<file path="config.mk">
export PLATFORM = sky130hd
export DESIGN_NAME = pbpe_blend
export DESIGN_NICKNAME = d
export VERILOG_FILES = /design/src/sv/pbpe_pkg.sv /design/src/sv/pbpe_blend.sv
export SDC_FILE = /design/constraint.sdc
export NUM_CORES = 1
export LEC_CHECK = 0
export BUFFER_PORTS_ARGS = -buffer_cell sky130_fd_sc_hd__buf_4
export CAP_MARGIN = 20
export CORE_MARGIN = 4
export CORE_UTILIZATION = 40
export DETAILED_ROUTE_END_ITERATION = 8
export PLACE_DENSITY_LB_ADDON = 0.15
export SLEW_MARGIN = 10
export SYNTH_ARGS = -nofsm -noshare
export SYNTH_HDL_FRONTEND = slang
export SYNTH_SLANG_ARGS = --single-unit
export TNS_END_PERCENT = 100
</file>
<file path="constraint.sdc">
create_clock -name vclk -period 22.6
set_clock_uncertainty 0.15 [all_clocks]
set_input_delay 2.26 -clock vclk [all_inputs]
set_output_delay 2.26 -clock vclk [all_outputs]
set_load 0.1 [all_outputs]
</file>
<file path="src/sv/pbpe_pkg.sv">
// Shared types, constants and helper functions of the palette pixel expander.
`default_nettype none
package pbpe_pkg;

	localparam int PALETTE_ENTRIES_DEF = 256;
	localparam int MAX_SCALE_DEF = 8;

	localparam int CFG_INDEX_W = 3;
	localparam int CFG_DATA_W = 32;
	localparam int CHAN_W = 8;
	localparam int COLOUR_W = 3 * CHAN_W;
	localparam int WORD_W = 32;
	localparam int SCALE_W = 4;

	typedef enum logic [CFG_INDEX_W-1:0] {
		REG_OUT_FORMAT       = 3'd0,
		REG_RED_MASK         = 3'd1,
		REG_GREEN_MASK       = 3'd2,
		REG_BLUE_MASK        = 3'd3,
		REG_BLUR_ENABLE      = 3'd4,
		REG_HORIZONTAL_SCALE = 3'd5
	} cfg_reg_t;

	localparam logic [WORD_W-1:0] RED_MASK_RST = 32'd63488;
	localparam logic [WORD_W-1:0] GREEN_MASK_RST = 32'd2016;
	localparam logic [WORD_W-1:0] BLUE_MASK_RST = 32'd31;
	localparam logic [SCALE_W-1:0] SCALE_RST = 4'd1;

	// (80*cur + 20*prev) / 100 equals (4*cur + prev) / 5, and
	// (90*cur + 10*prev) / 100 equals (9*cur + prev) / 10.
	localparam logic [3:0] RG_CUR_WEIGHT = 4'd4;
	localparam logic [3:0] B_CUR_WEIGHT = 4'd9;
	// Reciprocals of 5 and 10, exact for every sum that can occur.
	localparam logic [11:0] RG_RECIP = 12'd3277;
	localparam int RG_RECIP_SHIFT = 14;
	localparam logic [12:0] B_RECIP = 13'd6554;
	localparam int B_RECIP_SHIFT = 16;
	localparam logic [8:0] CHAN_MAX = 9'd255;

	typedef struct packed {
		logic       zero;
		logic [4:0] low;
		logic [3:0] shift;
	} chan_place_t;

	typedef struct packed {
		logic [CHAN_W-1:0] red;
		logic [CHAN_W-1:0] green;
		logic [CHAN_W-1:0] blue;
	} colour_t;

	function automatic chan_place_t mask_info(input logic [WORD_W-1:0] mask,
		input logic fmt16);
		chan_place_t info;
		logic [5:0] count;
		count = 6'd0;
		info.low = 5'd0;
		for (int b = 0; b < WORD_W; b++) begin
			count = count + 6'(mask[b]);
		end
		for (int b = WORD_W - 1; b >= 0; b--) begin
			if (mask[b]) begin
				info.low = 5'(b);
			end
		end
		info.zero = (mask == '0);
		if (fmt16 && count < 6'd8) begin
			info.shift = 4'(6'd8 - count);
		end else begin
			info.shift = 4'd0;
		end
		return info;
	endfunction

	function automatic logic [WORD_W-1:0] place_chan(input logic [CHAN_W-1:0] chan,
		input chan_place_t info);
		logic [WORD_W-1:0] v;
		v = WORD_W'(chan >> info.shift) << info.low;
		return info.zero ? '0 : v;
	endfunction

endpackage
`default_nettype wire

</file>
<file path="src/sv/pbpe_blend.sv">
// Horizontal blur that blends the current colour with the previous one.
`default_nettype none
module pbpe_blend (
	input  wire logic              blur_enable,
	input  wire pbpe_pkg::colour_t cur,
	input  wire pbpe_pkg::colour_t prev,
	output pbpe_pkg::colour_t      blended
);

	function automatic logic [7:0] mix_rg(input logic [7:0] c, input logic [7:0] p);
		logic [10:0] sum;
		logic [22:0] prod;
		logic [8:0] q;
		sum = 11'(c) * 11'(pbpe_pkg::RG_CUR_WEIGHT) + 11'(p);
		prod = 23'(sum) * 23'(pbpe_pkg::RG_RECIP);
		q = prod[pbpe_pkg::RG_RECIP_SHIFT +: 9];
		return (q > pbpe_pkg::CHAN_MAX) ? 8'(pbpe_pkg::CHAN_MAX) : q[7:0];
	endfunction

	function automatic logic [7:0] mix_b(input logic [7:0] c, input logic [7:0] p);
		logic [11:0] sum;
		logic [24:0] prod;
		logic [8:0] q;
		sum = 12'(c) * 12'(pbpe_pkg::B_CUR_WEIGHT) + 12'(p);
		prod = 25'(sum) * 25'(pbpe_pkg::B_RECIP);
		q = prod[pbpe_pkg::B_RECIP_SHIFT +: 9];
		return (q > pbpe_pkg::CHAN_MAX) ? 8'(pbpe_pkg::CHAN_MAX) : q[7:0];
	endfunction

	always_comb begin
		if (blur_enable) begin
			blended.red = mix_rg(cur.red, prev.red);
			blended.green = mix_rg(cur.green, prev.green);
			blended.blue = mix_b(cur.blue, prev.blue);
		end else begin
			blended = cur;
		end
	end

endmodule
`default_nettype wire

</file>
---- Yosys cells after proc, flatten, opt, wreduce, memory -nomap -nowiden ----
Cells that the tools add are included.
storage, ports and cells
  register bits ........................... 0
  input bits .............................. 49
  output and inout port bits .............. 24
operators by class
  mux-type cells .......................... 4
  multipliers ............................. 4
  magnitude comparators ................... 3
  add/sub/neg operators ................... 3
operators with widths
  kind                      number
  $mul A11 B12 Y23 const B  2
  $gt A9 B8 Y1 const B      3
  $mul A12 B12 Y24 const B  1
  $mux W24                  1
  $mux W8                   3
  $add A10 B8 Y11           2
  $add A12 B8 Y12           1
  $mul A8 B4 Y12 const B    1

---- Depth between registers and ports, before layout ----
Gate-level depths: netlist of the first run.
  depth in word-level cells ............... 6
  mapped depth ............................ 29
  depth with buffers taken out ............ 29

---- Least setup slack after synthesis of the first run ----
OpenSTA, ideal clock, no wires.
  path kind ............................... input to output
  start point ............................. input cur[1] (netlist bit)
  end point ............................... output blended[0] (netlist bit)
  arrival time ............................ 10080 ps
  data required time ...................... 20190 ps
  stages on the path ...................... 26
  path slack .............................. 10110 ps
  cell sequence ........................... ha_1 -> fa_1 -> ha_1 -> inv_1 -> o21ai_2 -> a21oi_2 -> o21ai_2 -> xor2_1 -> xor2_1 -> inv_1 -> fa_1 -> inv_1 -> fa_1 -> inv_1 -> fa_1 -> fa_1 -> inv_1 -> ha_1 -> a21oi_1 -> nand2_1 -> a211oi_2 -> o21a_1 -> o31ai_4 -> a2111oi_2 -> nor3_2 -> a31oi_1
RTL lines
  item                RTL line         source
  start: declaration  pbpe_blend.sv:5  input wire pbpe_pkg::colour_t cur,
  end: declaration    pbpe_blend.sv:7  output pbpe_pkg::colour_t blended

==> results by group, run 1 <==
Synthesis
  – Synth Area in Simple Gates: 6.15%
  – Syn. warnings: 0
  – Cell with the most instances after synthesis: inv_1
  – Syn_nets: 1279
  – Synth cell count leaders: inv_1 (252), ha_1 (244), fa_1 (105)
  – Synth top area cells: ha_1 (38%), fa_1 (26%), inv_1 (12%), xnor2_1 (3.5%), xor2_1 (2.6%)
  – Post-Syn Instances: 881
  – Post-synthesis mux area share: 0.389%
  – Syn avg cell area: 9.12 sq um
  – Cell Area, Synth: 8030 sq um
  – Post-synth cell types: 52
  – Largest family of logic cells by synthesized area: adder cells
  – XOR/XNOR share of the synthesized area: 6.31%
  – Post-synth top area cell: ha_1
  – Post-Synth Adder-Cell Area: 64.2%
  – Sequential area share after synthesis: 0%
  – Share of Yosys cell area claimed by the top area cell type: 38.0%
  – Compound-Gate Fraction of Synth Area: 11.0%

Die
  – Die W: 150 um
  – I/O pin total: 73
  – # rows: 51
  – Die H: 150 um
  – Die ar.: 22400 sq um
  – Initial Utilization: 41.0%
  – Core footprint: 19600 sq um

Layout
  – Filler cells: 1954
  – Fin cells: 1216
  – Finished Cell Area: 8900 sq um
  – # clk buffers: 0
  – Fin nets: 1350
  – Num sequential: 0
  – Share of post-route cells with drive strength above 1: 10.2%
  – Area grow syn2layout: 10.8%
  – Sequential standard cell area: 0 sq um

Worst setup path
  – CP arrival: 9.54 ns
  – CP startpoint kind: primary input
  – Max FO, Critical Path: 8
  – Data required, critical path: 20.19 ns
  – Endpoint type of the worst setup path: output pin
  – Setup CP Type: in -> out

Detailed routing
  – Vias per Instance: 4.70
  – Drt drc: 0
  – Antenna viol nets, final: 0
  – WL final: 17200 um
  – Wire length per cell: 14.1 um
  – Drt pass-1 iters: 4
  – Iteration-0 DRC Markers: 133
  – Vias: 5717

Clocking
  – # resized after CTS: 0
  – Post-CTS Setup Inserts: 0
  – Hold-fix buffers at CTS: 0

Global routing
  – GRT Overall Usage: 16.0%
  – Global route overflow: 0
  – Initial antenna violation count: 0
  – Number of global-route vias before repair: 6110
  – First-pass GRT wire length: 29400 um
  – Largest net degree at the start of global routing: 42

Timing
  – TNS Setup: 0 ns
  – RSZ-0062 raised after global routing: no
  – Fin. Hold Viols: 0
  – Min Tclk post-route: 11.95 ns
  – Fmax: 0.0837 GHz
  – Worst slew pin tran: 0.775 ns
  – Final setup fails: 0
  – Slew HR: 48.0%
  – Fin crit share: 52.9%
  – Max-slew violation count: 0

Placement
  – Detail Placement HPWL: 16200 um
  – Placed instance area: 8900 sq um
  – I/O Buffers: 73
  – Gpl congestion: 0.817
  – Placed Cells: 1215

Min path
  – Hold WC Path Type: in -> out

Outcome
  – Status: complete, no violations

Flow run
  – Max-cap violations: 0
-- final cells by class --
type	instances	area (sq um)	area share, %
Multi-Input combinational cell	625	7070	79.5
Inverter	252	946	10.6
Timing Repair Buffer	73	548	6.16
Tap cell	265	332	3.73
Antenna cell	1	2.50	0.0281
-- path summary, 6_finish.rpt --
| path | startpoint | endpoint | slack [ns] | depth (start not counted) |
|---|---|---|---|---|
| setup / recovery | cur[1] | blended[0] | 10.65 | 28 |
| hold / removal | cur[10] | blended[10] | 4.83 | 4 |
-- layout by cell type (no fill, tap or decap), types with 2 or more instances in the layout --
| cell type | instances |
|---|---|
| o22a_1 | 8 |
| o21ai_0 | 9 |
| a211oi_1 | 3 |
| inv_1 | 252 |
| nand3_1 | 9 |
| nor3_2 | 2 |
| and4_1 | 2 |
| or3_1 | 2 |
| o21a_1 | 3 |
| or2_2 | 3 |
| nor2_1 | 34 |
| o21bai_1 | 6 |
| buf_4 | 73 |
| xor2_1 | 24 |
| ha_1 | 244 |
| xnor2_1 | 32 |
| nand4_1 | 4 |
| a211oi_2 | 3 |
| nand2_1 | 20 |
| o21ai_2 | 2 |
| fa_1 | 105 |
| and2_1 | 5 |
| a21o_1 | 13 |
| a31oi_1 | 15 |
| a21oi_2 | 2 |
| nor2b_1 | 9 |
| mux2i_1 | 2 |
| o31ai_4 | 2 |
| nor3_1 | 6 |
| and3_1 | 2 |
| o31ai_1 | 2 |
| a21oi_1 | 31 |
| o211ai_2 | 2 |
-- logic make-up after synthesis --
family | after synthesis
buf+inv | 256
fa+ha+maj | 349
simple gates | 101
xor+xnor | 57
compound gates | 115
mux | 3
-- metal layers --
metal | vias up | track usage [%] | share of wire [%] | wire, um
li1 | 2991 | - | - | -
met1 | 2639 | 24.8 | 53 | 9080
met2 | 81 | 25.9 | 42 | 7290
met3 | 6 | 1.09 | 4.2 | 714
met4 | 0 | 0.686 | 0.49 | 85
met5 | - | 0 | 0 | 0
-- critical path, cell delays in order --
cell and delay (ns):
buf_4 0.12, ha_1 0.32, fa_1 0.46, ha_1 0.33, inv_1 0.06, o21ai_2 0.14, a21oi_2 0.09, o21ai_2 0.21
xor2_1 0.58, xor2_1 0.30, inv_1 0.10, fa_1 0.54, inv_1 0.05, fa_1 0.53, inv_1 0.06, fa_1 0.50
fa_1 0.54, inv_1 0.04, ha_1 0.32, a21oi_1 0.13, nand2_1 0.07, a211oi_2 0.31, o21a_1 0.26, o31ai_4 0.12
a2111oi_2 0.41, nor3_2 0.16, a31oi_1 0.20, buf_4 0.32
-- stage by stage --
| step | worst slack, ns | hold WS, ns | utilization [%] |
|---|---|---|---|
| detailed placement | 10.62 | 4.84 | 45.4 |
| global route | 10.14 | 4.85 | 45.4 |
| floorplan | 10.11 | 4.80 | - |
| CTS | 10.60 | 4.83 | 45.4 |
| finish | 10.65 | 4.83 | 45.4 |
| global placement | 10.77 | 4.83 | 45.4 |
Power of run 1 is left out: the tool's default activity adds up to more than one toggle a clock period on the data nets, which glitch-free logic cannot reach.
==> run 2: changes to the inputs <==
==> constraint.sdc (replaced) <==
create_clock -name vclk -period 10.48
set_clock_uncertainty 0.15 [all_clocks]
set_input_delay 1.048 -clock vclk [all_inputs]
set_output_delay 1.048 -clock vclk [all_outputs]
set_load 0.1 [all_outputs]
==> results by group, run 2 (synthesis results as in run 1) <==
Outcome
  – Status: complete, no violations (unchanged)

Clocking
  – # resized after CTS: 0 (unchanged)
  – Post-CTS Setup Inserts: 0 (unchanged)
  – Hold-fix buffers at CTS: 0 (unchanged)

Layout
  – Fin cells: 1218 (was 1216)
  – Sequential standard cell area: 0 sq um (unchanged)
  – Fin nets: 1353 (was 1350)
  – Area grow syn2layout: 11.0% (was 10.8%)
  – Antenna Cells: 0 (was 1)
  – Share of post-route cells with drive strength above 1: 10.5% (was 10.2%)
  – Core Util, Final: 45.5% (was 45.4%)
  – Filler cells: 1981 (was 1954)
  – Most frequent cells in the layout: inv_1 (252), ha_1 (244), fa_1 (105) (unchanged)
  – # clk buffers: 0 (unchanged)
  – Commonest non-fill, non-tap cell in the layout: inv_1 (unchanged)
  – Num sequential: 0 (unchanged)

Die
  – Die H: 150 um (unchanged)
  – # rows: 51 (unchanged)
  – Die W: 150 um (unchanged)
  – Die ar.: 22400 sq um (unchanged)
  – Core footprint: 19600 sq um (unchanged)
  – I/O pin total: 73 (unchanged)
  – Initial Utilization: 41.0% (unchanged)

Worst setup path
  – Data required, critical path: 9.28 ns (was 20.19 ns)
  – Endpoint type of the worst setup path: output pin (unchanged)
  – CP startpoint kind: primary input (unchanged)
  – Buf/Inv on CP: 6 (was 7)
  – CP arrival: 8.28 ns (was 9.54 ns)
  – CP startpoint: cur[1] (unchanged)
  – Max incr delay on CP: 0.54 ns (was 0.58 ns)
  – Cell mode on critical path: fa_1
  – CP Depth: 28 (unchanged)
  – CP top delay family: adder cells (unchanged)
  – Max FO, Critical Path: 7 (was 8)
  – Slowest-stage cell, CP: fa_1 (was xor2_1)
  – Setup CP Type: in -> out (unchanged)
  – CP Capture Point: blended[1] (was blended[0])

Timing
  – Min Tclk post-route: 9.48 ns
  – Hold WS: 2.41 ns (was 4.83 ns)
  – Fin. Hold Viols: 0 (unchanged)
  – Final setup fails: 0 (unchanged)
  – Worst slew pin tran: 0.679 ns (was 0.775 ns)
  – Fmax: 0.105 GHz
  – RSZ-0062 raised after global routing: no (unchanged)
  – TNS Setup: 0 ns (unchanged)
  – Max-slew violation count: 0 (unchanged)
  – Slew HR: 54.4% (was 48.0%)
  – Fin crit share: 90.5%

Detailed routing
  – Vias per Instance: 4.74 (was 4.70)
  – WL final: 16900 um (was 17200 um)
  – Wire length per cell: 13.9 um (was 14.1 um)
  – Drt pass-1 iters: 4 (unchanged)
  – Antenna viol nets, final: 0 (unchanged)
  – Iteration-0 DRC Markers: 182 (was 133)
  – Vias: 5775 (was 5717)
  – Drt drc: 0 (unchanged)

Global routing
  – Global route overflow: 0 (unchanged)
  – Largest net degree at the start of global routing: 42 (unchanged)
  – First-pass GRT wire length: 29300 um (was 29400 um)
  – GRT Overall Usage: 15.9% (was 16.0%)
  – Initial antenna violation count: 0 (unchanged)
  – Number of global-route vias before repair: 6131 (was 6110)

Placement
  – Detail Placement HPWL: 15900 um (was 16200 um)
  – Placed Cells: 1218 (was 1215)
  – Gpl congestion: 0.808 (was 0.817)
  – I/O Buffers: 73 (unchanged)

Min path
  – Hold WC Path Type: in -> out (unchanged)

Flow run
  – Max-cap violations: 0 (unchanged)
-- run 2: cell types whose count changed in the layout (fill, tap and decap cells not counted) --
cell     before  now
buf_4        73   76
diode_2       1    0
-- run 2: final cells by class --
class              instances  area (sq um)  area share (%)
multi-input cells        625          7070            79.3
repair buffers            76           571            6.40
well taps                265           332            3.72
inverters                252           946            10.6
-- run 2: per-layer routing --
layer  global-route usage, %  wire, um
met5                       0         0
met2                    26.5      7420
met4                       0         0
met1                    24.3      8920
met3                   0.727       559
-- run 2: metrics by stage --
step / area (sq um) / worst slack, ns
final: 8920 / 1.00
after global placement: 8920 / 1.18
after global routing: 8920 / 0.451
after detailed placement: 8920 / 1.04
after floorplan: 8030 / 0.414
after CTS: 8920 / 1.00
-- run 2: worst min path at each step --
stage                  end  slack [ns]  cells past startpoint     from
3_3_place_gp   blended[10]        2.41                      4  cur[10]
2_1_floorplan   blended[0]        2.37                      2   cur[0]
5_1_grt        blended[12]        2.42                      4  cur[12]
4_1_cts        blended[12]        2.41                      4  cur[12]
6_report       blended[12]        2.41                      4  cur[12]
3_5_place_dp   blended[12]        2.41                      4  cur[12]
Power of run 2 is left out for the same reason.
