===== config.mk =====
export PLATFORM = sky130hd
export DESIGN_NAME = pbpe_repeat
export DESIGN_NICKNAME = d
export VERILOG_FILES = /design/src/sv/pbpe_pkg.sv /design/src/sv/pbpe_repeat.sv
export SDC_FILE = /design/constraint.sdc
export NUM_CORES = 1
export LEC_CHECK = 0
export ABC_AREA = 1
export BUFFER_PORTS_ARGS = -buffer_cell sky130_fd_sc_hd__buf_2
export CORE_UTILIZATION = 40
export CTS_CLUSTER_SIZE = 12
export DETAILED_ROUTE_END_ITERATION = 6
export GPL_TIMING_DRIVEN = 1
export HOLD_SLACK_MARGIN = 0.02
export PLACE_DENSITY = 0.75
export RECOVER_POWER = 100
export SYNTH_ARGS = -nofsm -noshare
export SYNTH_HDL_FRONTEND = slang
export SYNTH_SLANG_ARGS = --single-unit

===== constraint.sdc =====
create_clock -name clk -period 2.4 [get_ports clk]
set_input_delay 0.24 -clock clk [delete_from_list [all_inputs] [get_ports clk]]
set_output_delay 0.24 -clock clk [all_outputs]
set_load 0.05 [all_outputs]

===== src/sv/pbpe_pkg.sv =====
// Shared types, constants and helper functions of the palette pixel expander.
`default_nettype none
package pbpe_pkg;

	localparam int PALETTE_ENTRIES_DEF = 256;
	localparam int MAX_SCALE_DEF = 8;

	localparam int CFG_INDEX_W = 3;
	localparam int CFG_DATA_W = 32;
	localparam int CHAN_W = 8;
	localparam int COLOUR_W = 3 * CHAN_W;
	localparam int WORD_W = 32;
	localparam int SCALE_W = 4;

	typedef enum logic [CFG_INDEX_W-1:0] {
		REG_OUT_FORMAT       = 3'd0,
		REG_RED_MASK         = 3'd1,
		REG_GREEN_MASK       = 3'd2,
		REG_BLUE_MASK        = 3'd3,
		REG_BLUR_ENABLE      = 3'd4,
		REG_HORIZONTAL_SCALE = 3'd5
	} cfg_reg_t;

	localparam logic [WORD_W-1:0] RED_MASK_RST = 32'd63488;
	localparam logic [WORD_W-1:0] GREEN_MASK_RST = 32'd2016;
	localparam logic [WORD_W-1:0] BLUE_MASK_RST = 32'd31;
	localparam logic [SCALE_W-1:0] SCALE_RST = 4'd1;

	// (80*cur + 20*prev) / 100 equals (4*cur + prev) / 5, and
	// (90*cur + 10*prev) / 100 equals (9*cur + prev) / 10.
	localparam logic [3:0] RG_CUR_WEIGHT = 4'd4;
	localparam logic [3:0] B_CUR_WEIGHT = 4'd9;
	// Reciprocals of 5 and 10, exact for every sum that can occur.
	localparam logic [11:0] RG_RECIP = 12'd3277;
	localparam int RG_RECIP_SHIFT = 14;
	localparam logic [12:0] B_RECIP = 13'd6554;
	localparam int B_RECIP_SHIFT = 16;
	localparam logic [8:0] CHAN_MAX = 9'd255;

	typedef struct packed {
		logic       zero;
		logic [4:0] low;
		logic [3:0] shift;
	} chan_place_t;

	typedef struct packed {
		logic [CHAN_W-1:0] red;
		logic [CHAN_W-1:0] green;
		logic [CHAN_W-1:0] blue;
	} colour_t;

	function automatic chan_place_t mask_info(input logic [WORD_W-1:0] mask,
		input logic fmt16);
		chan_place_t info;
		logic [5:0] count;
		count = 6'd0;
		info.low = 5'd0;
		for (int b = 0; b < WORD_W; b++) begin
			count = count + 6'(mask[b]);
		end
		for (int b = WORD_W - 1; b >= 0; b--) begin
			if (mask[b]) begin
				info.low = 5'(b);
			end
		end
		info.zero = (mask == '0);
		if (fmt16 && count < 6'd8) begin
			info.shift = 4'(6'd8 - count);
		end else begin
			info.shift = 4'd0;
		end
		return info;
	endfunction

	function automatic logic [WORD_W-1:0] place_chan(input logic [CHAN_W-1:0] chan,
		input chan_place_t info);
		logic [WORD_W-1:0] v;
		v = WORD_W'(chan >> info.shift) << info.low;
		return info.zero ? '0 : v;
	endfunction

endpackage
`default_nettype wire


===== src/sv/pbpe_repeat.sv =====
// Output stage that repeats each packed word for the horizontal scale.
`default_nettype none
module pbpe_repeat #(
	parameter int MAX_SCALE = pbpe_pkg::MAX_SCALE_DEF
) (
	input  wire logic                         clk,
	input  wire logic                         arst_n,
	input  wire logic [pbpe_pkg::SCALE_W-1:0] horizontal_scale,
	input  wire logic                         word_valid,
	input  wire logic [pbpe_pkg::WORD_W-1:0]  word_in,
	output logic                              word_ready,
	output logic                              out_valid,
	input  wire logic                         out_ready,
	output logic      [pbpe_pkg::WORD_W-1:0]  pixel_word,
	output logic                              last_copy
);

	localparam int CW = (MAX_SCALE > 1) ? $clog2(MAX_SCALE) : 1;
	localparam logic [pbpe_pkg::SCALE_W:0] MAX_N = (pbpe_pkg::SCALE_W + 1)'(MAX_SCALE);

	logic valid_q;
	logic [CW-1:0] cnt_q;
	logic [pbpe_pkg::WORD_W-1:0] word_q;
	logic [pbpe_pkg::SCALE_W:0] scale_ext, n, n_m1;

	always_comb begin
		scale_ext = {1'b0, horizontal_scale};
		if (scale_ext == '0) begin
			n = (pbpe_pkg::SCALE_W + 1)'(1);
		end else if (scale_ext > MAX_N) begin
			n = MAX_N;
		end else begin
			n = scale_ext;
		end
		n_m1 = n - (pbpe_pkg::SCALE_W + 1)'(1);
	end

	assign last_copy = (cnt_q == '0);
	assign word_ready = !valid_q || (out_ready && last_copy);
	assign out_valid = valid_q;
	assign pixel_word = word_q;

	always_ff @(posedge clk or negedge arst_n) begin
		if (!arst_n) begin
			valid_q <= 1'b0;
			cnt_q <= '0;
		end else if (word_ready) begin
			valid_q <= word_valid;
			if (word_valid) begin
				cnt_q <= n_m1[CW-1:0];
			end
		end else if (out_ready) begin
			cnt_q <= cnt_q - CW'(1);
		end
	end

	always_ff @(posedge clk) begin
		if (word_ready && word_valid) begin
			word_q <= word_in;
		end
	end

endmodule
`default_nettype wire


[Yosys cells after proc, flatten, opt, wreduce, memory -nomap -nowiden]
Index checks and enable logic that the tools add are counted.
Word-level totals
  flip-flop bits (word level): 36
  bits of input ports: 40
  output and inout port bits: 35
  logic and storage cells: 20
Cells by class
  add/sub/neg operators: 2
  magnitude comparators: 1
  eq/ne operators: 1
  multiplexer cells: 5
  reduce and logical (&&, ||, !) cells: 8
Operators with widths (count)
  $mux 3: 5
  $sub 3x1->3 const B: 2
  $gt 4x4->1 const B: 1
  $logic_not 4->1: 1
  $logic_not 3->1: 1
  $logic_and 1x1->1: 2
  $ne 2x2->1 const B: 1
  $reduce_and 2->1: 1
  $reduce_bool 2->1: 1
  $logic_not 1->1: 1
  $logic_or 1x1->1: 1

[Depth between registers and ports, before layout]
Gate-level depths: netlist of run 1.
  depth after elaboration: 6
  gate-level depth with buffers: 11
  mapped depth without buffers: 11

[Worst setup path after synthesis of run 1]
OpenSTA, ideal clock, no wires.
  path type: reg-to-reg
  start point: register valid_q, in the netlist out_valid
  end point: register word_q (netlist bit pixel_word[0]) (enable)
  library setup time: 0.387 ns
  arrival: 1.647 ns
  required time: 2.013 ns
  setup slack: 0.366 ns
  cell stages (with the launch flop): 4
  path buffers: 0
  period minus slack after synthesis: 2.034 ns
  cell sequence: dfrtp_1 nand2_4 nand2_4 inv_1
Between the ends
  word-level cells in the longest chain between the ends: 3
RTL lines
  from (decl): line pbpe_repeat.sv:21  | logic valid_q;
  from (signal assigned): line pbpe_repeat.sv:48  | valid_q <= word_valid;
  $logic_not 1->1: line pbpe_repeat.sv:39  | assign word_ready = !valid_q || (out_ready && last_copy);
  $logic_or 1x1->1: line pbpe_repeat.sv:39
  named net word_ready: line pbpe_repeat.sv:11  | output logic word_ready,
  $logic_and 1x1->1: line pbpe_repeat.sv:58  | if (word_ready && word_valid) begin
  to (signal assigned): line pbpe_repeat.sv:59  | word_q <= word_in;
  to (decl): line pbpe_repeat.sv:23  | logic [pbpe_pkg::WORD_W-1:0] word_q;
The timed path passes the listed nets, and every way through them passes these cells.
A chain may end at the register's enable or synchronous reset.

[Final worst setup path of run 1]
  start point: register cnt_q[1]
  end point: output port word_ready
Between the ends
  word-level cells in the longest chain between the ends: 3
RTL lines
  from (decl): line pbpe_repeat.sv:22  | logic [CW-1:0] cnt_q;
  from (signal assigned): line pbpe_repeat.sv:50  | cnt_q <= n_m1[CW-1:0];
  from (signal assigned): line pbpe_repeat.sv:53  | cnt_q <= cnt_q - CW'(1);
  $logic_not 3->1: line pbpe_repeat.sv:38  | assign last_copy = (cnt_q == '0);
  $logic_and 1x1->1: line pbpe_repeat.sv:39
  $logic_or 1x1->1: line pbpe_repeat.sv:39
  to (decl): line pbpe_repeat.sv:11
Every way passes these cells.

==> results_dict.tcl, run 1 <==
set metrics [dict create \
    die_x_um 58.3 \
    fmax_mhz 520 \
    hp-class "in -> reg" \
    skew_ns 0.00930 \
    die-area_um2 3400 \
    avgSynthCellArea_um2 16.9 \
    syn_inst 75 \
    worstPathRequired_ns 2.16 \
    dp_hpwl_um 1870 \
    r2r_end "pixel_word[14]$_DFFE_PP_" \
    switching_share 0.420 \
    setup_tns_ns 0 \
    max_stage_delay_ns 0.43 \
    drt-initial-drc-count 27 \
    synth_nets 116 \
    finalSetupViolations 0 \
    synth_seq_cells 36 \
    clk_latency_ns 0.32 \
    p_leak_nw 0.699 \
    yosys.cell_types.count 13 \
    syn_area_um2 1270 \
    fill_cells 289 \
    clkTransAtPathRegs_ns 0.10 \
    cts_max_level 2 \
    p_int_mw 1.07 \
    p_seq_frac 0.472 \
    initial_core_util 0.419 \
    diodes 0 \
    io_pins 75 \
    grt_pass1_wl_um 3580 \
    worst_slew_pin_slew_ns 0.629 \
    drc_errors 0 \
    grt_pass1_vias 872 \
    crit_arrival_ns 1.68 \
    num_vias 893 \
    slew_violations 0 \
    r2r_setup_slack_ns 0.53 \
    cts.repair.resized 0 \
    combPwrFrac 0.381 \
    clockBufferDepth 2 \
    cts_buffers 5 \
    outcome "finished, final reports clean" \
    track_usage 0.151 \
    coreArea_um2 3030 \
    post-route-period-util 0.801 \
    slew_headroom 0.582 \
    synth-seq-area-share 0.837 \
    cts_tree "yes" \
    ff2ff_path_depth 6 \
    postRouteAntennaNets 0 \
    die_h_um 58.3 \
    hp-start "word_in[22]" \
    routed_wl_um 2410 \
    numPortBuffers 74 \
    crit_chain "nor2_1 -> nand3_1 -> nand2_1 -> buf_2" \
    regArea_um2 1060 \
    ir_worst_vdd_mv 0.527 \
    period_minus_slack_ns 1.92 \
    rows 20 \
    drive_above_1_share 0.316 \
    syn2layout_area_growth_pct 33.8 \
    start_kind "flop" \
    cts_root_buffer "clkbuf_4" \
    p_switching_mw 0.775 \
    whs_endpoint "pixel_word[22]$_DFFE_PP_" \
    r2r_start "cnt_q[1]$_DFFE_PN0P_" \
    whs_path_depth 1 \
    drv_cap 0 \
    synth.largest_area_cell "edfxtp_1" \
    timing_hold_violations_final 0 \
    nNetsFinal 199 \
    end_kind "primary output" \
    clkPwrFrac 0.147 \
    firstDrtPassIters 4 \
    gp_congestion 0.686 \
    multi_input_area_um2 160 \
    pwr_density_cell_nw_per_um2 1090 \
    synthTopCellsByArea "edfxtp_1 (76%), dfrtp_1 (7.9%), nand2_1 (3.6%), nand3_1 (3.2%), nand2_4 (2.7%)" \
    yosysWarnings 0 \
    rsz0062_at_grt "no" \
    clock_sinks 36 \
    slowest_stage "dfrtp_1" \
    antenna_found_initial 0 \
    routedWlPerCell_um 12.0 \
    grt_max_degree 33 \
    synth_top_area_frac 0.758 \
    grt_overflow 0 \
    path_max_fanout 8 \
    critPathKind "reg -> out" \
    holdWs_ns 0.0880 \
    via_per_inst 4.42 \
]
==> per-layer routing <==
layer	wire length, um	track usage	up-vias
met2	1190	0.259	60
met4	28	0.0646	0
met3	323	0.0945	4
met1	875	0.144	400
met5	0	0	-
li1	-	-	429
==> worst max-delay path by stage <==
stage / from / end / slack [ns] / depth (start not counted)
detailed placement: cnt_q[0]$_DFFE_PN0P_ / pixel_word[11]$_DFFE_PP_ / 0.71 / 6
CTS: cnt_q[0]$_DFFE_PN0P_ / word_ready / 0.62 / 4
global route: cnt_q[0]$_DFFE_PN0P_ / word_ready / 0.34 / 4
global placement: cnt_q[1]$_DFFE_PN0P_ / pixel_word[22]$_DFFE_PP_ / 0.83 / 6
floorplan: out_valid$_DFFE_PN0N_ / pixel_word[0]$_DFFE_PP_ / 0.37 / 3
finish: cnt_q[1]$_DFFE_PN0P_ / word_ready / 0.48 / 4
==> state kept, by name (all words and copies together), names as in the netlist <==
name	flops
cnt_q	3
out_valid	1
pixel_word	32
==> cell usage after synthesis <==
master,instances
nand2_4,3
dfrtp_1,4
nand3_2,1
ha_1,1
edfxtp_1,32
o21ai_0,1
nand3_1,8
nand2_1,12
inv_2,2
nor2_1,2
inv_1,6
o21ai_2,2
nor3_1,1
==> stage by stage <==
step	util	setup slack, ns	power, mW	std cells	cell area [um2]
2_1_floorplan	-	0.366	1.46	75	1270
3_3_place_gp	0.562	0.826	1.61	194	1700
3_5_place_dp	0.562	0.710	1.64	194	1700
4_1_cts	0.580	0.625	1.92	202	1760
5_1_grt	0.560	0.339	1.95	202	1700
6_report	0.560	0.477	1.84	202	1700
==> cells in the final DEF, fill, tap and decap left out <==
cell type      count
inv_1              6
dfrtp_1            4
nand2_1           13
nor3_1             1
clkinv_1           2
o21ai_2            1
edfxtp_1          32
buf_4              1
ha_1               1
o21ai_0            2
clkbuf_4           5
nand3_1            9
inv_2              2
dlygate4sd3_1      1
nor2_1             2
nand2_4            2
buf_2             39
clkbuf_1          35
==> final cells by class <==
cell class              count  area share
flip-flops and latches     36       0.626
repair buffers             76       0.203
multi-input cells          31      0.0945
well taps                  44      0.0325
clock buffers               5      0.0221
inverters                   8      0.0177
clock inverters             2     0.00443
==> what timing repair did <==
action | CTS | global route
hold buffers | 1 | 0
hold endpoints to repair | 4 | 0
endpoints found under the setup margin | 0 | 0
setup buffers | 0 | 0
==> power groups by stage <==
stage | registers, mW | clock network [mW] | logic [mW]
floorplan | 1.15 | 0 | 0.307
global placement | 0.876 | 0 | 0.736
detailed placement | 0.883 | 0 | 0.756
CTS | 0.872 | 0.287 | 0.760
global route | 0.883 | 0.315 | 0.752
finish | 0.871 | 0.270 | 0.702
==> critical path: cells and delay by family (launching register included) <==
family	cells	cell delay, ns
buf+inv	1	0.33
flops	1	0.43
simple gates	3	0.60
==> cell families (layout without fill, tap and decap cells) <==
family | count (synthesis) | after routing | share of synthesized area
compound gates | 3 | 3 | 0.0178
buf+inv | 8 | 91 | 0.0237
fa+ha+maj | 1 | 1 | 0.00987
simple gates | 27 | 27 | 0.112
flops | 36 | 36 | 0.837
Power figures use the tool's default switching activity.
==> inputs of run 2 (changes only) <==
--- a/config.mk
+++ b/config.mk
@@ -7,12 +7,12 @@
 export LEC_CHECK = 0
 export ABC_AREA = 1
 export BUFFER_PORTS_ARGS = -buffer_cell sky130_fd_sc_hd__buf_2
-export CORE_UTILIZATION = 40
+export CORE_UTILIZATION = 38
 export CTS_CLUSTER_SIZE = 12
 export DETAILED_ROUTE_END_ITERATION = 6
 export GPL_TIMING_DRIVEN = 1
 export HOLD_SLACK_MARGIN = 0.02
-export PLACE_DENSITY = 0.75
+export PLACE_DENSITY = 0.74
 export RECOVER_POWER = 100
 export SYNTH_ARGS = -nofsm -noshare
 export SYNTH_HDL_FRONTEND = slang
==> constraint.sdc (replaced) <==
create_clock -name clk -period 1.6 [get_ports clk]
set_input_delay 0.16 -clock clk [delete_from_list [all_inputs] [get_ports clk]]
set_output_delay 0.16 -clock clk [all_outputs]
set_load 0.05 [all_outputs]
==> run 2 against run 1 <==
- non-clock buffer count increased by 39
- clock-buffer cell count unchanged
- critical path depth unchanged
- largest cell class unchanged
- first-iteration DRC count increased by 7.4%
- final cell count increased by 20%
- clock power increased by 130%
- worst setup slack got worse by 0.41 ns
- cell area increased by 27%
- die area increased by 5.1%
- sequential share of layout area decreased by 13 points
- total power increased by 77%
==> results_dict.tcl, run 2 (same netlist as run 1, synthesis figures left out) <==
set metrics [dict create \
    fill_cells 245 \
    p_leak_nw 0.882 \
    timing_hold_violations_final 0 \
    path_buf_inv 1 \
    die_x_um 59.8 \
    path_max_fanout 8 \
    final_cell_mix "buf_2 (35), clkbuf_1 (34), dlygate4sd3_1 (33), edfxtp_1 (32), nand2_1 (12)" \
    start_kind "flop" \
    finalSetupViolations 0 \
    track_usage 0.173 \
    period_minus_slack_ns 1.53 \
    worstPathRequired_ns 1.44 \
    postRouteAntennaNets 0 \
    antenna_found_initial 0 \
    nNetsFinal 238 \
    cts_root_buffer "clkbuf_4" \
    drv_cap 0 \
    max_stage_delay_ns 0.43 \
    die-area_um2 3570 \
    clock_sinks 36 \
    critPathTopFamily "flip-flops" \
    clockBufferDepth 2 \
    rows 20 \
    cts_max_level 2 \
    grt_pass1_vias 1029 \
    io_pins 75 \
    slew_violations 0 \
    clk_latency_ns 0.32 \
    coreArea_um2 3100 \
    rsz0062_at_grt "yes" \
    layout_setup_ws_ns 0.0702 \
    post-route-period-util 0.956 \
    pre_cts_slack_ns 0.0226 \
    cts_tree "yes" \
    num_vias 1058 \
    numPortBuffers 74 \
    routedWlPerCell_um 12.5 \
    crit_chain "nor2_2 -> nand3_2 -> nand2_8 -> buf_4" \
    clkTransAtPathRegs_ns 0.11 \
    via_per_inst 4.37 \
    syn2layout_area_growth_pct 70.4 \
    slew_headroom 0.572 \
    critPathKind "reg -> out" \
    firstDrtPassIters 4 \
    skew_ns 0.00744 \
    grt_overflow 0 \
    grt_pass1_wl_um 4340 \
    die_h_um 59.8 \
    crit_arrival_ns 1.37 \
    pwr_density_cell_nw_per_um2 1510 \
    dp_hpwl_um 1790 \
    drc_errors 0 \
    largest_register_ffs 32 \
    final_common_cell "buf_2" \
    gp_congestion 0.680 \
    outcome "finished, final reports clean" \
    diodes 0 \
    worst_slew_pin_slew_ns 0.644 \
    hp-class "in -> reg" \
    routed_wl_um 3030 \
    initial_core_util 0.408 \
    ir_worst_vdd_mv 0.999 \
    cts_buffers 5 \
    drive_above_1_share 0.348 \
    end_kind "primary output" \
    grt_max_degree 33 \
    fmax_mhz 654 \
    slowest_stage "dfrtp_1" \
    finalPower_mw 3.26 \
    drt-initial-drc-count 29 \
]
run 2: layout make-up:
class | instances | area (um2) | area share
sequential | 36 | 1060 | 0.493
timing repair buffer | 115 | 731 | 0.338
multi-input combinational | 31 | 195 | 0.0904
tap | 44 | 55.1 | 0.0255
clock inverter | 3 | 42.5 | 0.0197
clock buffer | 5 | 37.5 | 0.0174
inverter | 8 | 33.8 | 0.0156
run 2: power by group:
part	internal (mW)	switching (mW)	total (mW)
logic	0.433	0.897	1.33
registers	1.23	0.0898	1.32
clock network	0.326	0.289	0.614
total	1.99	1.28	3.26
run 2: repair_timing:
| item | CTS | global route |
|---|---|---|
| pin swaps | 0 | 3 |
| hold endpoints to repair | 36 | 0 |
| hold buffers | 33 | 0 |
| setup buffers | 0 | 7 |
| endpoints found under the setup margin | 1 | 10 |
| gates resized for setup | 1 | 5 |
| gates cloned | 0 | 0 |
run 2: metrics by stage:
stage	hold slack (ns)	instances	util	setup TNS [ns]	instance area (um2)
final	0.0814	242	0.696	0	2160
after global routing	0.0749	242	0.696	-0.0160	2160
after CTS	0.0635	235	0.690	0	2140
after detailed placement	-0.0304	194	0.557	0	1730
after global placement	-0.0324	194	0.557	0	1730
after floorplan	-0.136	75	-	-1.47	1280
run 2: tightest hold or removal path, cell delays in order:
cell and delay [ns]:
buf_2 0.11, inv_1 0.05, nand2_1 0.06
run 2: final timing paths:
kind / from / slack, ns / cells after the start / endpoint
max: cnt_q[0]$_DFFE_PN0P_ / 0.07 / 4 / word_ready
min: word_valid / 0.08 / 3 / out_valid$_DFFE_PN0N_
max reg2reg: cnt_q[0]$_DFFE_PN0P_ / 0.07 / 11 / cnt_q[2]$_DFFE_PN0P_
min reg2reg: cnt_q[2]$_DFFE_PN0P_ / 0.56 / 2 / cnt_q[2]$_DFFE_PN0P_
max in group asynchronous: arst_n / 1.19 / 2 / out_valid$_DFFE_PN0N_
min in group asynchronous: arst_n / 0.19 / 2 / cnt_q[0]$_DFFE_PN0P_
run 2: metal layers:
layer  GRT usage  part of all wire  routed length (um)  vias up
met2       0.316              0.51                1540       72
met5           0                 0                   0        -
met1       0.173              0.36                1100      468
li1            -                 -                   -      510
met4      0.0731             0.022                  66        0
met3      0.0649              0.11                 325        8
