--- config.mk ---
export PLATFORM = sky130hd
export DESIGN_NAME = pbpe_pack
export DESIGN_NICKNAME = d
export VERILOG_FILES = /design/src/sv/pbpe_pkg.sv /design/src/sv/pbpe_pack.sv
export SDC_FILE = /design/constraint.sdc
export NUM_CORES = 1
export LEC_CHECK = 0
export ABC_AREA = 1
export BUFFER_PORTS_ARGS = -buffer_cell sky130_fd_sc_hd__buf_2
export CAP_MARGIN = 25
export CORE_ASPECT_RATIO = 0.7
export CORE_MARGIN = 2
export CORE_UTILIZATION = 50
export CTS_BUF_LIST = sky130_fd_sc_hd__clkbuf_16
export DETAILED_ROUTE_END_ITERATION = 8
export GPL_TIMING_DRIVEN = 0
export PLACE_DENSITY = 0.7
export SKIP_CTS_REPAIR_TIMING = 1
export SYNTH_ARGS = -nofsm -noshare
export SYNTH_HDL_FRONTEND = slang
export SYNTH_SLANG_ARGS = --single-unit
--- constraint.sdc ---
create_clock -name clk -period 3.94 [get_ports clk]
set_input_delay 0 -clock clk [delete_from_list [all_inputs] [get_ports clk]]
set_output_delay 0 -clock clk [all_outputs]
set_load 0.01 [all_outputs]
--- src/sv/pbpe_pkg.sv ---
// Shared types, constants and helper functions of the palette pixel expander.
`default_nettype none
package pbpe_pkg;

	localparam int PALETTE_ENTRIES_DEF = 256;
	localparam int MAX_SCALE_DEF = 8;

	localparam int CFG_INDEX_W = 3;
	localparam int CFG_DATA_W = 32;
	localparam int CHAN_W = 8;
	localparam int COLOUR_W = 3 * CHAN_W;
	localparam int WORD_W = 32;
	localparam int SCALE_W = 4;

	typedef enum logic [CFG_INDEX_W-1:0] {
		REG_OUT_FORMAT       = 3'd0,
		REG_RED_MASK         = 3'd1,
		REG_GREEN_MASK       = 3'd2,
		REG_BLUE_MASK        = 3'd3,
		REG_BLUR_ENABLE      = 3'd4,
		REG_HORIZONTAL_SCALE = 3'd5
	} cfg_reg_t;

	localparam logic [WORD_W-1:0] RED_MASK_RST = 32'd63488;
	localparam logic [WORD_W-1:0] GREEN_MASK_RST = 32'd2016;
	localparam logic [WORD_W-1:0] BLUE_MASK_RST = 32'd31;
	localparam logic [SCALE_W-1:0] SCALE_RST = 4'd1;

	// (80*cur + 20*prev) / 100 equals (4*cur + prev) / 5, and
	// (90*cur + 10*prev) / 100 equals (9*cur + prev) / 10.
	localparam logic [3:0] RG_CUR_WEIGHT = 4'd4;
	localparam logic [3:0] B_CUR_WEIGHT = 4'd9;
	// Reciprocals of 5 and 10, exact for every sum that can occur.
	localparam logic [11:0] RG_RECIP = 12'd3277;
	localparam int RG_RECIP_SHIFT = 14;
	localparam logic [12:0] B_RECIP = 13'd6554;
	localparam int B_RECIP_SHIFT = 16;
	localparam logic [8:0] CHAN_MAX = 9'd255;

	typedef struct packed {
		logic       zero;
		logic [4:0] low;
		logic [3:0] shift;
	} chan_place_t;

	typedef struct packed {
		logic [CHAN_W-1:0] red;
		logic [CHAN_W-1:0] green;
		logic [CHAN_W-1:0] blue;
	} colour_t;

	function automatic chan_place_t mask_info(input logic [WORD_W-1:0] mask,
		input logic fmt16);
		chan_place_t info;
		logic [5:0] count;
		count = 6'd0;
		info.low = 5'd0;
		for (int b = 0; b < WORD_W; b++) begin
			count = count + 6'(mask[b]);
		end
		for (int b = WORD_W - 1; b >= 0; b--) begin
			if (mask[b]) begin
				info.low = 5'(b);
			end
		end
		info.zero = (mask == '0);
		if (fmt16 && count < 6'd8) begin
			info.shift = 4'(6'd8 - count);
		end else begin
			info.shift = 4'd0;
		end
		return info;
	endfunction

	function automatic logic [WORD_W-1:0] place_chan(input logic [CHAN_W-1:0] chan,
		input chan_place_t info);
		logic [WORD_W-1:0] v;
		v = WORD_W'(chan >> info.shift) << info.low;
		return info.zero ? '0 : v;
	endfunction

endpackage
`default_nettype wire

--- src/sv/pbpe_pack.sv ---
// Places the three channels into the output word according to the masks.
`default_nettype none
module pbpe_pack (
	input  wire logic                        clk,
	input  wire logic                        arst_n,
	input  wire logic                        out_format,
	input  wire logic [pbpe_pkg::WORD_W-1:0] red_mask,
	input  wire logic [pbpe_pkg::WORD_W-1:0] green_mask,
	input  wire logic [pbpe_pkg::WORD_W-1:0] blue_mask,
	input  wire pbpe_pkg::colour_t           colour,
	output logic      [pbpe_pkg::WORD_W-1:0] word
);

	pbpe_pkg::chan_place_t red_place_q, green_place_q, blue_place_q;
	logic fmt16_q;
	logic [pbpe_pkg::WORD_W-1:0] raw;

	// Mask decode is registered; the user must change masks only while idle, unchecked.
	always_ff @(posedge clk or negedge arst_n) begin
		if (!arst_n) begin
			red_place_q <= pbpe_pkg::mask_info(pbpe_pkg::RED_MASK_RST, 1'b1);
			green_place_q <= pbpe_pkg::mask_info(pbpe_pkg::GREEN_MASK_RST, 1'b1);
			blue_place_q <= pbpe_pkg::mask_info(pbpe_pkg::BLUE_MASK_RST, 1'b1);
			fmt16_q <= 1'b1;
		end else begin
			red_place_q <= pbpe_pkg::mask_info(red_mask, !out_format);
			green_place_q <= pbpe_pkg::mask_info(green_mask, !out_format);
			blue_place_q <= pbpe_pkg::mask_info(blue_mask, !out_format);
			fmt16_q <= !out_format;
		end
	end

	always_comb begin
		raw = pbpe_pkg::place_chan(colour.red, red_place_q)
			| pbpe_pkg::place_chan(colour.green, green_place_q)
			| pbpe_pkg::place_chan(colour.blue, blue_place_q);
		word = fmt16_q ? {16'd0, raw[15:0]} : raw;
	end

endmodule
`default_nettype wire

Yosys cells after proc, flatten, opt, wreduce, memory -nomap -nowiden --
Cells that the tools add are included.
Storage, ports and cells: register bits after elaboration 31, bits in latches 0, RAM bits 0, memory bits (read-only) 0, input port bits 123, output and inout bits 32, logic and storage cells 227, memories 0
Operators by class: $add $sub $neg 96, multipliers 0, div/mod/pow operators 0, order comparisons 3, equality and inequality tests 0, shift operators 6, mux-type cells 103, bitwise operators 2, reductions and logical operators 7
Operators by type and width (number):
- $mux W5 | 96
- $add A6 B1 Y6 | 78
- $mux W32 | 4
- $logic_not A32 Y1 | 3
- $shl A32 B5 Y32 | 3
- $shr A8 B4 Y32 | 3
- $or A32 B32 Y32 | 2
- $add A5 B1 Y6 | 3
- $lt A6 B4 Y1 const B | 3
- $add A4 B1 Y5 | 3
- $add A3 B1 Y4 | 3
- $mux W4 | 3
- $sub A4 B4 Y4 const A | 3
- $add A2 B1 Y3 | 3
- $add A1 B1 Y2 | 3
- $logic_and A1 B1 Y1 | 3
- $logic_not A1 Y1 | 1

Longest topological paths before layout --
Gate-level depths: netlist of run 1.
depth in word-level cells 34, gate-level depth with buffers 31, depth with buffers taken out 31

Least setup slack after synthesis of run 1 --
No wires, ideal clock.
path type input port to flip-flop, start point input green_mask[23] (netlist bit), end point register green_place_q[2] (netlist bit), setup time 130 ps, arrival time 4207 ps, data required time 3810 ps, slack -396 ps, cell stages on the path 16, path buffers 0, path through inv_1 fa_1 fa_1 inv_1 fa_1 inv_1 fa_1 fa_1 fa_1 inv_1 ha_1 fa_1 inv_1 ha_1 xnor2_1 nor2_1
Between the ends: longest elaborated chain between the ends 12
Ends and longest elaborated chain:
- start: declaration | RTL line pbpe_pack.sv:8 | input wire logic [pbpe_pkg::WORD_W-1:0] green_mask,
- $add A6 B1 Y6 * (9 in a row) | RTL line pbpe_pkg.sv:59 | count = count + 6'(mask[b]);
- $lt A6 B4 Y1 | RTL line pbpe_pkg.sv:67 | if (fmt16 && count < 6'd8) begin
- $logic_and A1 B1 Y1 | RTL line pbpe_pkg.sv:67
- $mux W4 * | RTL line pbpe_pkg.sv:67
- end signal: assignment | RTL line pbpe_pack.sv:22 | green_place_q <= pbpe_pkg::mask_info(pbpe_pkg::GREEN_MASK_RST, 1'b1);
- end signal: assignment | RTL line pbpe_pack.sv:27 | green_place_q <= pbpe_pkg::mask_info(green_mask, !out_format);
- end: declaration | RTL line pbpe_pack.sv:14 | pbpe_pkg::chan_place_t red_place_q, green_place_q, blue_place_q;
Every way passes the cells marked *; elsewhere a longest branch is shown, timed or not.

Worst setup path in the final report of run 1 --
start point input blue_mask[17] (netlist bit), end point register blue_place_q[2] (netlist bit)
Between the ends: longest elaborated chain between the ends 18
Ends and longest elaborated chain:
- start: declaration | RTL line pbpe_pack.sv:9 | input wire logic [pbpe_pkg::WORD_W-1:0] blue_mask,
- $add A6 B1 Y6 * (15 in a row) | RTL line pbpe_pkg.sv:59
- $lt A6 B4 Y1 | RTL line pbpe_pkg.sv:67
- $logic_and A1 B1 Y1 | RTL line pbpe_pkg.sv:67
- $mux W4 * | RTL line pbpe_pkg.sv:67
- end signal: assignment | RTL line pbpe_pack.sv:23 | blue_place_q <= pbpe_pkg::mask_info(pbpe_pkg::BLUE_MASK_RST, 1'b1);
- end signal: assignment | RTL line pbpe_pack.sv:28 | blue_place_q <= pbpe_pkg::mask_info(blue_mask, !out_format);
- end: declaration | RTL line pbpe_pack.sv:14
Marks and branches as above.

==> flow_summary.yaml, run 1 <==
run_status:
  outcome: "finished, violations left"
  violations: "setup timing"
global_route:
  grt_pass1_wl_mm: 33.2
  antenna_found_initial: 0
  grt_overflow: 0
  track_usage_pct: 26.2
  grt_pass1_vias: 7007
  grt_max_degree: 32
floorplanning:
  start_util_pct: 51.6
  die_height_um: 105
  die_area_um2: 15400
  placementRows: 36
  fp.dieW_um: 148
  ios: 155
  coreArea_um2: 14000
timing:
  fmax_ghz: 0.233
  hold_viol: 0
  period_needed_ns: 4.30
  final_max_slew_viol_count: 0
  rsz0062_at_grt: "true"
  worst_slack_ns: -0.360
  relSlewSlack_pct: 51.6
  tightest_slew_ns: 0.726
  setup_viol: 12
  finalCritPeriodShare_pct: 109
cells_and_area:
  syn2layout_area_growth_pct: 20.2
  final_common_cell: "nand2_1"
  fill_cells: 1364
  ff_latch_area_um2: 790
  stdcell_count: 1526
  design_area_um2: 8680
  finalNetCount: 1557
  drive_above_1_share_pct: 20.4
  multiInputGateArea_um2: 5500
  final_cell_mix: "nand2_1, inv_1, buf_2"
  utilization_pct: 62.0
  antenna_cells: 0
synthesis:
  ys_seq_elements: 31
  async_flop_share_pct: 100
  synth_cells: 1163
  ys_warn_count: 0
  synthDistinctLibCells: 45
  syn_nets: 1385
  ys_seq_area_share_pct: 10.9
  avgSynthCellArea_um2: 6.21
  synth_flop_cell: "dfrtp_1"
  synth-edff-count: 0
  syn_area_um2: 7220
detailed_routing:
  vias: 7658
  final_antenna_net_count: 0
  route.detailed.wl_per_inst_um: 13.2
  vias_per_cell: 5.02
  drt_iter0_markers: 557
  totalWireLength_mm: 20.2
  drc: 0
  drt-pass1-iter-count: 5
power_and_ir_drop:
  clkPwrFrac_pct: 6.0
  netSwitchingPower_uw: 2940
  p_leak_uw: 0.00478
  p_comb_share_pct: 87.6
  powerDensity_nw_per_um2: 688
  peakVddDrop_v: 0.00145
  intPower_uw: 3030
  switching_share_pct: 49.2
  sequentialPowerShare_pct: 6.3
worst_setup_path:
  setup.worst_path.end_class: "register"
  crit_path_start_kind: "input port"
  cp.required_ns: 4.08
  worstPathMaxFanout: 2
  arrival_ns: 4.44
  worstSetupPathType: "in2reg"
placement:
  port_buffers: 154
  place.gp.congestion: 0.958
  dp_cells: 1507
  place_hpwl_mm: 17.7
  dpl_cell_area_um2: 8280
hold_path:
  hp-class: "in2reg"
clocking:
  cts_root_buf: "clkbuf_16"
  htree_levels: 2
  cts.clk_slew.worst_paths_ns: 0.05
  cts_made_buffers: 5
  clock_sinks: 31
  cts_tree: "done"
  clock_path_buffers: 2
job:
  cap_violations: 0
-- final cells by class --
class                           instances  share of cell area, %
Buffer                                 28                   1.67
Clock buffer                            5                   1.44
Clock inverter                          3                  0.173
Inverter                              252                   10.9
Multi-Input combinational cell        852                   63.3
Sequential cell                        31                   9.09
Tap cell                              190                   2.74
Timing Repair Buffer                  165                   10.6
-- routing by layer --
| metal | part of all wire, % | global-route usage, % |
|---|---|---|
| met2 | 37 | 34.6 |
| met1 | 53 | 43.3 |
| met3 | 8.7 | 5.81 |
| met4 | 1.0 | 3.50 |
| met5 | 0 | 0 |
-- critical path, stage by stage --
cell and delay (ns):
buf_8 0.10, fa_1 0.53, inv_1 0.05, fa_1 0.47, inv_1 0.05, fa_1 0.49, inv_2 0.04, fa_1 0.55
fa_1 0.44, fa_1 0.50, inv_1 0.05, ha_2 0.20, fa_2 0.54, inv_2 0.06, ha_4 0.16, xnor2_2 0.14
nor2_1 0.07
-- cells in the mapped netlist (8+ instances only) --
cell,number,area share (%)
inv_1,223,12
dfstp_2,11,4.0
dfrtp_1,20,6.9
fa_1,72,20
inv_2,23,1.2
o21ai_1,69,4.8
mux2i_1,24,3.3
buf_2,14,0.97
nor3_1,20,1.4
ha_1,27,4.7
a21oi_1,17,1.2
nand2_1,335,17
o21ai_2,8,0.97
nor4_1,15,1.3
nor2_1,104,5.4
nand3_1,73,5.1
o21ai_0,27,1.9
clkbuf_1,8,0.42
-- cells by family after synthesis --
logic type               count (synthesis)  synth area share, %
AND/OR/NAND/NOR                        559                 31.6
flip-flops                              31                 10.9
AO/OA/AOI/OAI                          164                 13.7
XOR/XNOR                                 6                0.727
buffers and inverters                  280                 15.1
adder cells (fa/ha/maj)                 99                 24.6
multiplexers                            24                 3.33
-- final timing paths --
kind                               start  depth (start not counted)                         end  slack (ns)
min in group asynchronous         arst_n                          2   blue_place_q[3]$_DFF_PN0_        0.32
max in group asynchronous         arst_n                          2    red_place_q[3]$_DFF_PN0_        3.16
max                        blue_mask[17]                         17   blue_place_q[2]$_DFF_PN0_       -0.36
min                        green_mask[1]                          4  green_place_q[6]$_DFF_PN1_       0.002
-- power by group through the flow --
stage | Sequential (uW) | Combinational [uW] | Clock [uW]
6_report | 379 | 5230 | 359
5_1_grt | 381 | 5890 | 383
4_1_cts | 379 | 4140 | 365
3_5_place_dp | 383 | 4110 | 0
3_3_place_gp | 383 | 3960 | 0
2_1_floorplan | 377 | 3230 | 0
-- state kept, by name, indices dropped and copies added (netlist names) --
register / flops
fmt16_q: 1
red_place_q: 10
green_place_q: 10
blue_place_q: 10
-- metrics by stage --
stage	total power [uW]	hold slack, ns	TNS, ns	setup slack [ns]
finish	5970	0.00200	-2.87	-0.360
global route	6650	0.0246	-4.11	-0.418
CTS	4880	-0.204	-3.57	-0.396
detailed placement	4500	0.0834	-6.82	-0.672
global placement	4350	0.0810	-6.65	-0.647
floorplan	3610	-0.296	-2.51	-0.289
(Power assumes the default switching activity.)
==> inputs of run 2 (changes only) <==
--- a/config.mk
+++ b/config.mk
@@ -8,13 +8,15 @@
 export ABC_AREA = 1
 export BUFFER_PORTS_ARGS = -buffer_cell sky130_fd_sc_hd__buf_2
 export CAP_MARGIN = 25
+export CELL_PAD_IN_SITES_DETAIL_PLACEMENT = 2
+export CELL_PAD_IN_SITES_GLOBAL_PLACEMENT = 2
 export CORE_ASPECT_RATIO = 0.7
 export CORE_MARGIN = 2
-export CORE_UTILIZATION = 50
+export CORE_UTILIZATION = 32
 export CTS_BUF_LIST = sky130_fd_sc_hd__clkbuf_16
 export DETAILED_ROUTE_END_ITERATION = 8
 export GPL_TIMING_DRIVEN = 0
-export PLACE_DENSITY = 0.7
+export PLACE_DENSITY = 0.84
 export SKIP_CTS_REPAIR_TIMING = 1
 export SYNTH_ARGS = -nofsm -noshare
 export SYNTH_HDL_FRONTEND = slang
==> run 2 against run 1 <==
  * The flow finishes with violations (hold timing, setup timing)
  * Combinational power increased by 3%
  * Via count up 5.9%
  * Final area increased by 1.7%
  * Sequential power about the same
  * Critical endpoint is now red_place_q[2]$_DFF_PN0_
  * Die area is 54% higher
  * Critical path depth is 2 lower
  * Largest cell class unchanged
  * Clock-buffer cell count did not move
  * First-iteration DRC count is 34% lower
  * Worst setup slack got worse by 0.022 ns
  * Final cell count is 5.8% higher
  * Sequential cell count is the same
  * Non-clock buffer count fell by 3
==> flow_summary.yaml, run 2 (synthesized netlist as in run 1, its figures left out) <==
run_status:
  outcome: "finished, violations left"
  violations: "hold timing, setup timing"
worst_setup_path:
  arrival_ns: 4.47
  crit_path_start_kind: "input port"
  worstPathMaxFanout: 3
  setup.worst_path.end_class: "register"
  cp.required_ns: 4.09
  worstSetupPathType: "in2reg"
clocking:
  clock_sinks: 31
  cts_made_buffers: 5
  clock_path_buffers: 2
  htree_levels: 2
  cts_root_buf: "clkbuf_16"
  cts.clk_slew.worst_paths_ns: 0.05
  cts_tree: "done"
global_route:
  grt_overflow: 0
  grt_pass1_wl_mm: 47.1
  antenna_found_initial: 0
  track_usage_pct: 24.9
  grt_pass1_vias: 8804
  grt_max_degree: 32
timing:
  rsz0062_at_grt: "true"
  fmax_ghz: 0.231
  worst_slack_ns: -0.382
  period_needed_ns: 4.32
  final_max_slew_viol_count: 0
  hold_viol: 1
  relSlewSlack_pct: 49.2
  fin_setup_tns_ns: -3.08
  tightest_slew_ns: 0.761
  finalCritPeriodShare_pct: 110
  setup_viol: 12
  holdWs_ns: -0.000732
floorplanning:
  placementRows: 45
  coreArea_um2: 21900
  die_height_um: 130
  die_area_um2: 23800
  ios: 155
  start_util_pct: 33.0
  fp.dieW_um: 184
detailed_routing:
  final_antenna_net_count: 0
  vias: 8107
  route.detailed.wl_per_inst_um: 18.1
  totalWireLength_mm: 29.2
  drt-pass1-iter-count: 4
  drc: 0
  drt_iter0_markers: 365
  vias_per_cell: 5.02
cells_and_area:
  multiInputGateArea_um2: 5490
  design_area_um2: 8830
  final_cell_mix: "nand2_1, inv_1, buf_2"
  syn2layout_area_growth_pct: 22.2
  final_common_cell: "nand2_1"
  finalNetCount: 1554
  drive_above_1_share_pct: 20.8
  antenna_cells: 0
  top_regs: "blue_place_q: 10 flops, green_place_q: 10 flops, red_place_q: 10 flops"
  fill_cells: 2769
  ff_latch_area_um2: 790
hold_path:
  hp-class: "in2reg"
placement:
  dpl_cell_area_um2: 8400
  pre_cts_slack_ns: -0.725
  place.gp.congestion: 0.870
  port_buffers: 154
  place_hpwl_mm: 25.9
power_and_ir_drop:
  powerDensity_nw_per_um2: 703
  peakVddDrop_v: 0.00123
  p_leak_uw: 0.00478
job:
  cap_violations: 0
-- run 2: cell types whose count changed in the layout (fill, tap and decap cells not counted), moves of 3 or more --
| cell | change |
|---|---|
| buf_2 | -7 |
| inv_1 | -3 |
| inv_4 | +3 |
| nor2_1 | -3 |
| nor2_2 | +3 |
-- run 2: metal layers --
metal / wire (um) / part of all wire [%] / vias to the layer above / global-route usage [%]
met4: 112 / 0.38 / 0 / 2.26
met5: 0 / 0 / - / 0
met2: 13300 / 46 / 155 / 40.4
li1: - / - / 3970 / -
met1: 14600 / 50 / 3967 / 37.1
met3: 1140 / 3.9 / 15 / 2.93
-- run 2: cell type report --
type	count	share of cell area, %
Tap cell	282	4.00
Sequential cell	31	8.94
Multi-Input combinational cell	852	62.2
Inverter	252	10.8
Buffer	28	1.64
Timing Repair Buffer	162	10.6
Clock inverter	3	0.439
Clock buffer	5	1.42
-- run 2: critical path, cell delays in order --
cell and delay, ns:
buf_2 0.13, fa_2 0.62, fa_1 0.45, inv_1 0.10, fa_1 0.44, fa_1 0.56, fa_2 0.45, fa_1 0.51
inv_2 0.06, ha_4 0.17, fa_2 0.56, inv_2 0.05, ha_4 0.16, xnor2_2 0.13, nor2_1 0.07
-- run 2: final timing paths --
path / startpoint / cells past startpoint / slack (ns) / end
max in group asynchronous: arst_n / 2 / 3.12 / green_place_q[0]$_DFF_PN0_
hold / removal: green_mask[1] / 3 / -0.0007 / green_place_q[4]$_DFF_PN1_
min in group asynchronous: arst_n / 2 / 0.32 / blue_place_q[2]$_DFF_PN0_
setup / recovery: red_mask[11] / 15 / -0.38 / red_place_q[2]$_DFF_PN0_
-- run 2: report_power, final --
group	internal, uW	total, uW	switching [uW]
clock network	295	439	144
logic	2380	5390	3010
registers	364	380	15.4
total	3040	6210	3170
-- run 2: stage by stage --
stage               power (uW)  cells  utilization [%]
floorplan                 3610   1163                -
global placement          4450   1599             38.3
detailed placement        4900   1599             38.3
CTS                       5370   1607             39.1
global route              6900   1615             40.3
finish                    6210   1615             40.3
==> inputs of run 3 (changes only) <==
--- a/config.mk
+++ b/config.mk
@@ -21,3 +21,4 @@
 export SYNTH_ARGS = -nofsm -noshare
 export SYNTH_HDL_FRONTEND = slang
 export SYNTH_SLANG_ARGS = --single-unit
+export TNS_END_PERCENT = 30
==> constraint.sdc (replaced) <==
create_clock -name clk -period 3.94 [get_ports clk]
set_input_delay 0 -clock clk [delete_from_list [all_inputs] [get_ports clk]]
set_output_delay 0 -clock clk [all_outputs]
set_load 0.005 [all_outputs]
==> run 3 against run 2 <==
  * The run still ends with hold timing, setup timing left
  * Sequential cell count did not move
  * Power fell by 18%
  * Critical path depth rose by 2
  * Final cell count fell by 0.12%
  * Highest routed layer unchanged
  * Worst setup slack got worse by 0.034 ns
  * First-iteration DRC count rose by 7.9%
  * Critical path type unchanged
  * Sequential power barely moved
==> flow_summary.yaml, run 3 (synthesized netlist as in run 1, its figures left out) <==
timing:
  tightest_slew_ns: 0.792
  fin_setup_tns_ns: -3.56
  fmax_ghz: 0.230
  hold_viol: 2
  relSlewSlack_pct: 47.2
  worst_slack_ns: -0.416
  period_needed_ns: 4.36
  holdWs_ns: -0.0134
  setup_viol: 12
  finalCritPeriodShare_pct: 111
  rsz0062_at_grt: "true"
  final_max_slew_viol_count: 0
placement:
  dp_cells: 1599
  pre_cts_slack_ns: -0.754
  port_buffers: 154
  place_hpwl_mm: 25.5
  place.gp.congestion: 0.861
floorplanning:
  coreArea_um2: 21900
  die_height_um: 130
  fp.dieW_um: 184
  ios: 155
  start_util_pct: 33.0
  placementRows: 45
  die_area_um2: 23800
global_route:
  grt_max_degree: 32
  grt_pass1_vias: 8752
  antenna_found_initial: 0
  grt_overflow: 0
  grt_pass1_wl_mm: 46.8
  track_usage_pct: 24.7
worst_setup_path:
  worstSetupPathType: "in2reg"
  cpPeakStageDelay_ns: 0.57
  crit_chain: "buf_8 -> fa_1 -> inv_1 -> fa_1 -> inv_1 -> fa_1 -> inv_2 -> fa_1 -> fa_1 -> fa_1 -> inv_2 -> ha_4 -> fa_2 -> inv_2 -> ha_4 -> xnor2_1 -> nor2_1"
  setup.worst_path.end_class: "register"
  critical_path_buf_inv_count: 6
  crit_path_start_kind: "input port"
  crit_path_top_delay_cell: "fa_2"
  cp.required_ns: 4.09
  cp_common_cell: "fa_1"
  worstPathMaxFanout: 3
  arrival_ns: 4.51
  cp_top_family: "adder cells"
job:
  cap_violations: 0
detailed_routing:
  totalWireLength_mm: 28.7
  final_antenna_net_count: 0
  route.detailed.wl_per_inst_um: 17.8
  drt-pass1-iter-count: 4
  vias: 8109
  vias_per_cell: 5.03
  drt_iter0_markers: 394
  drc: 0
run_status:
  outcome: "finished, violations left"
  violations: "hold timing, setup timing"
power_and_ir_drop:
  peakVddDrop_v: 0.000699
  p_leak_uw: 0.00472
  powerDensity_nw_per_um2: 592
  finalPower_uw: 5100
clocking:
  clock_sinks: 31
  clock_path_buffers: 2
  htree_levels: 2
  cts_made_buffers: 5
  cts.clk_slew.worst_paths_ns: 0.05
  cts_tree: "done"
  cts_root_buf: "clkbuf_16"
cells_and_area:
  stdcell_count: 1613
  final_common_cell: "nand2_1"
  finalNetCount: 1552
  antenna_cells: 0
  final_cell_mix: "nand2_1, inv_1, buf_2"
  utilization_pct: 39.3
  drive_above_1_share_pct: 18.9
  syn2layout_area_growth_pct: 19.2
  top_regs: "blue_place_q: 10 flops, green_place_q: 10 flops, red_place_q: 10 flops"
hold_path:
  hp-class: "in2reg"
[run 3: cell count changes in the layout (fill, tap and decap cells not counted), sizes merged]
cell / delta
bufinv: -1
buf: -2
inv: +1
[run 3: path summary, 6_finish.rpt]
path | from | endpoint | depth (start not counted)
max in group asynchronous | arst_n | red_place_q[3]$_DFF_PN0_ | 2
worst min-delay path | red_mask[5] | red_place_q[5]$_DFF_PN1_ | 4
worst max-delay path | red_mask[21] | red_place_q[2]$_DFF_PN0_ | 17
min in group asynchronous | arst_n | blue_place_q[2]$_DFF_PN0_ | 2
[run 3: per-stage QoR]
| stage | instance area [um^2] | hold slack (ns) |
|---|---|---|
| after global routing | 8610 | 0.0112 |
| after global placement | 8360 | 0.0886 |
| final | 8610 | -0.0134 |
| after CTS | 8500 | -0.180 |
| after floorplan | 7240 | -0.296 |
| after detailed placement | 8360 | 0.115 |
[run 3: final cells by class]
class                   instances  area (um^2)
well taps                     282          353
multi-input cells             852         5400
clock buffers                   5          125
plain buffers                  28          145
flip-flops and latches         31          790
clock inverters                 3         12.5
repair buffers                160          843
fillers                      2774        13300
inverters                     252          946
[run 3: metal layers]
metal	vias up	part of all wire [%]	global-route usage [%]
met1	3974	50	36.4
met2	163	45	40.6
li1	3961	-	-
met4	0	0.47	1.84
met3	11	3.9	2.87
met5	-	0	0
[run 3: power by group]
part	switching [uW]	leakage (uW)	internal, uW
clock	141	0.0000724	228
combinational	2560	0.00426	1800
sequential	14.5	0.000389	364
total	2710	0.00472	2390
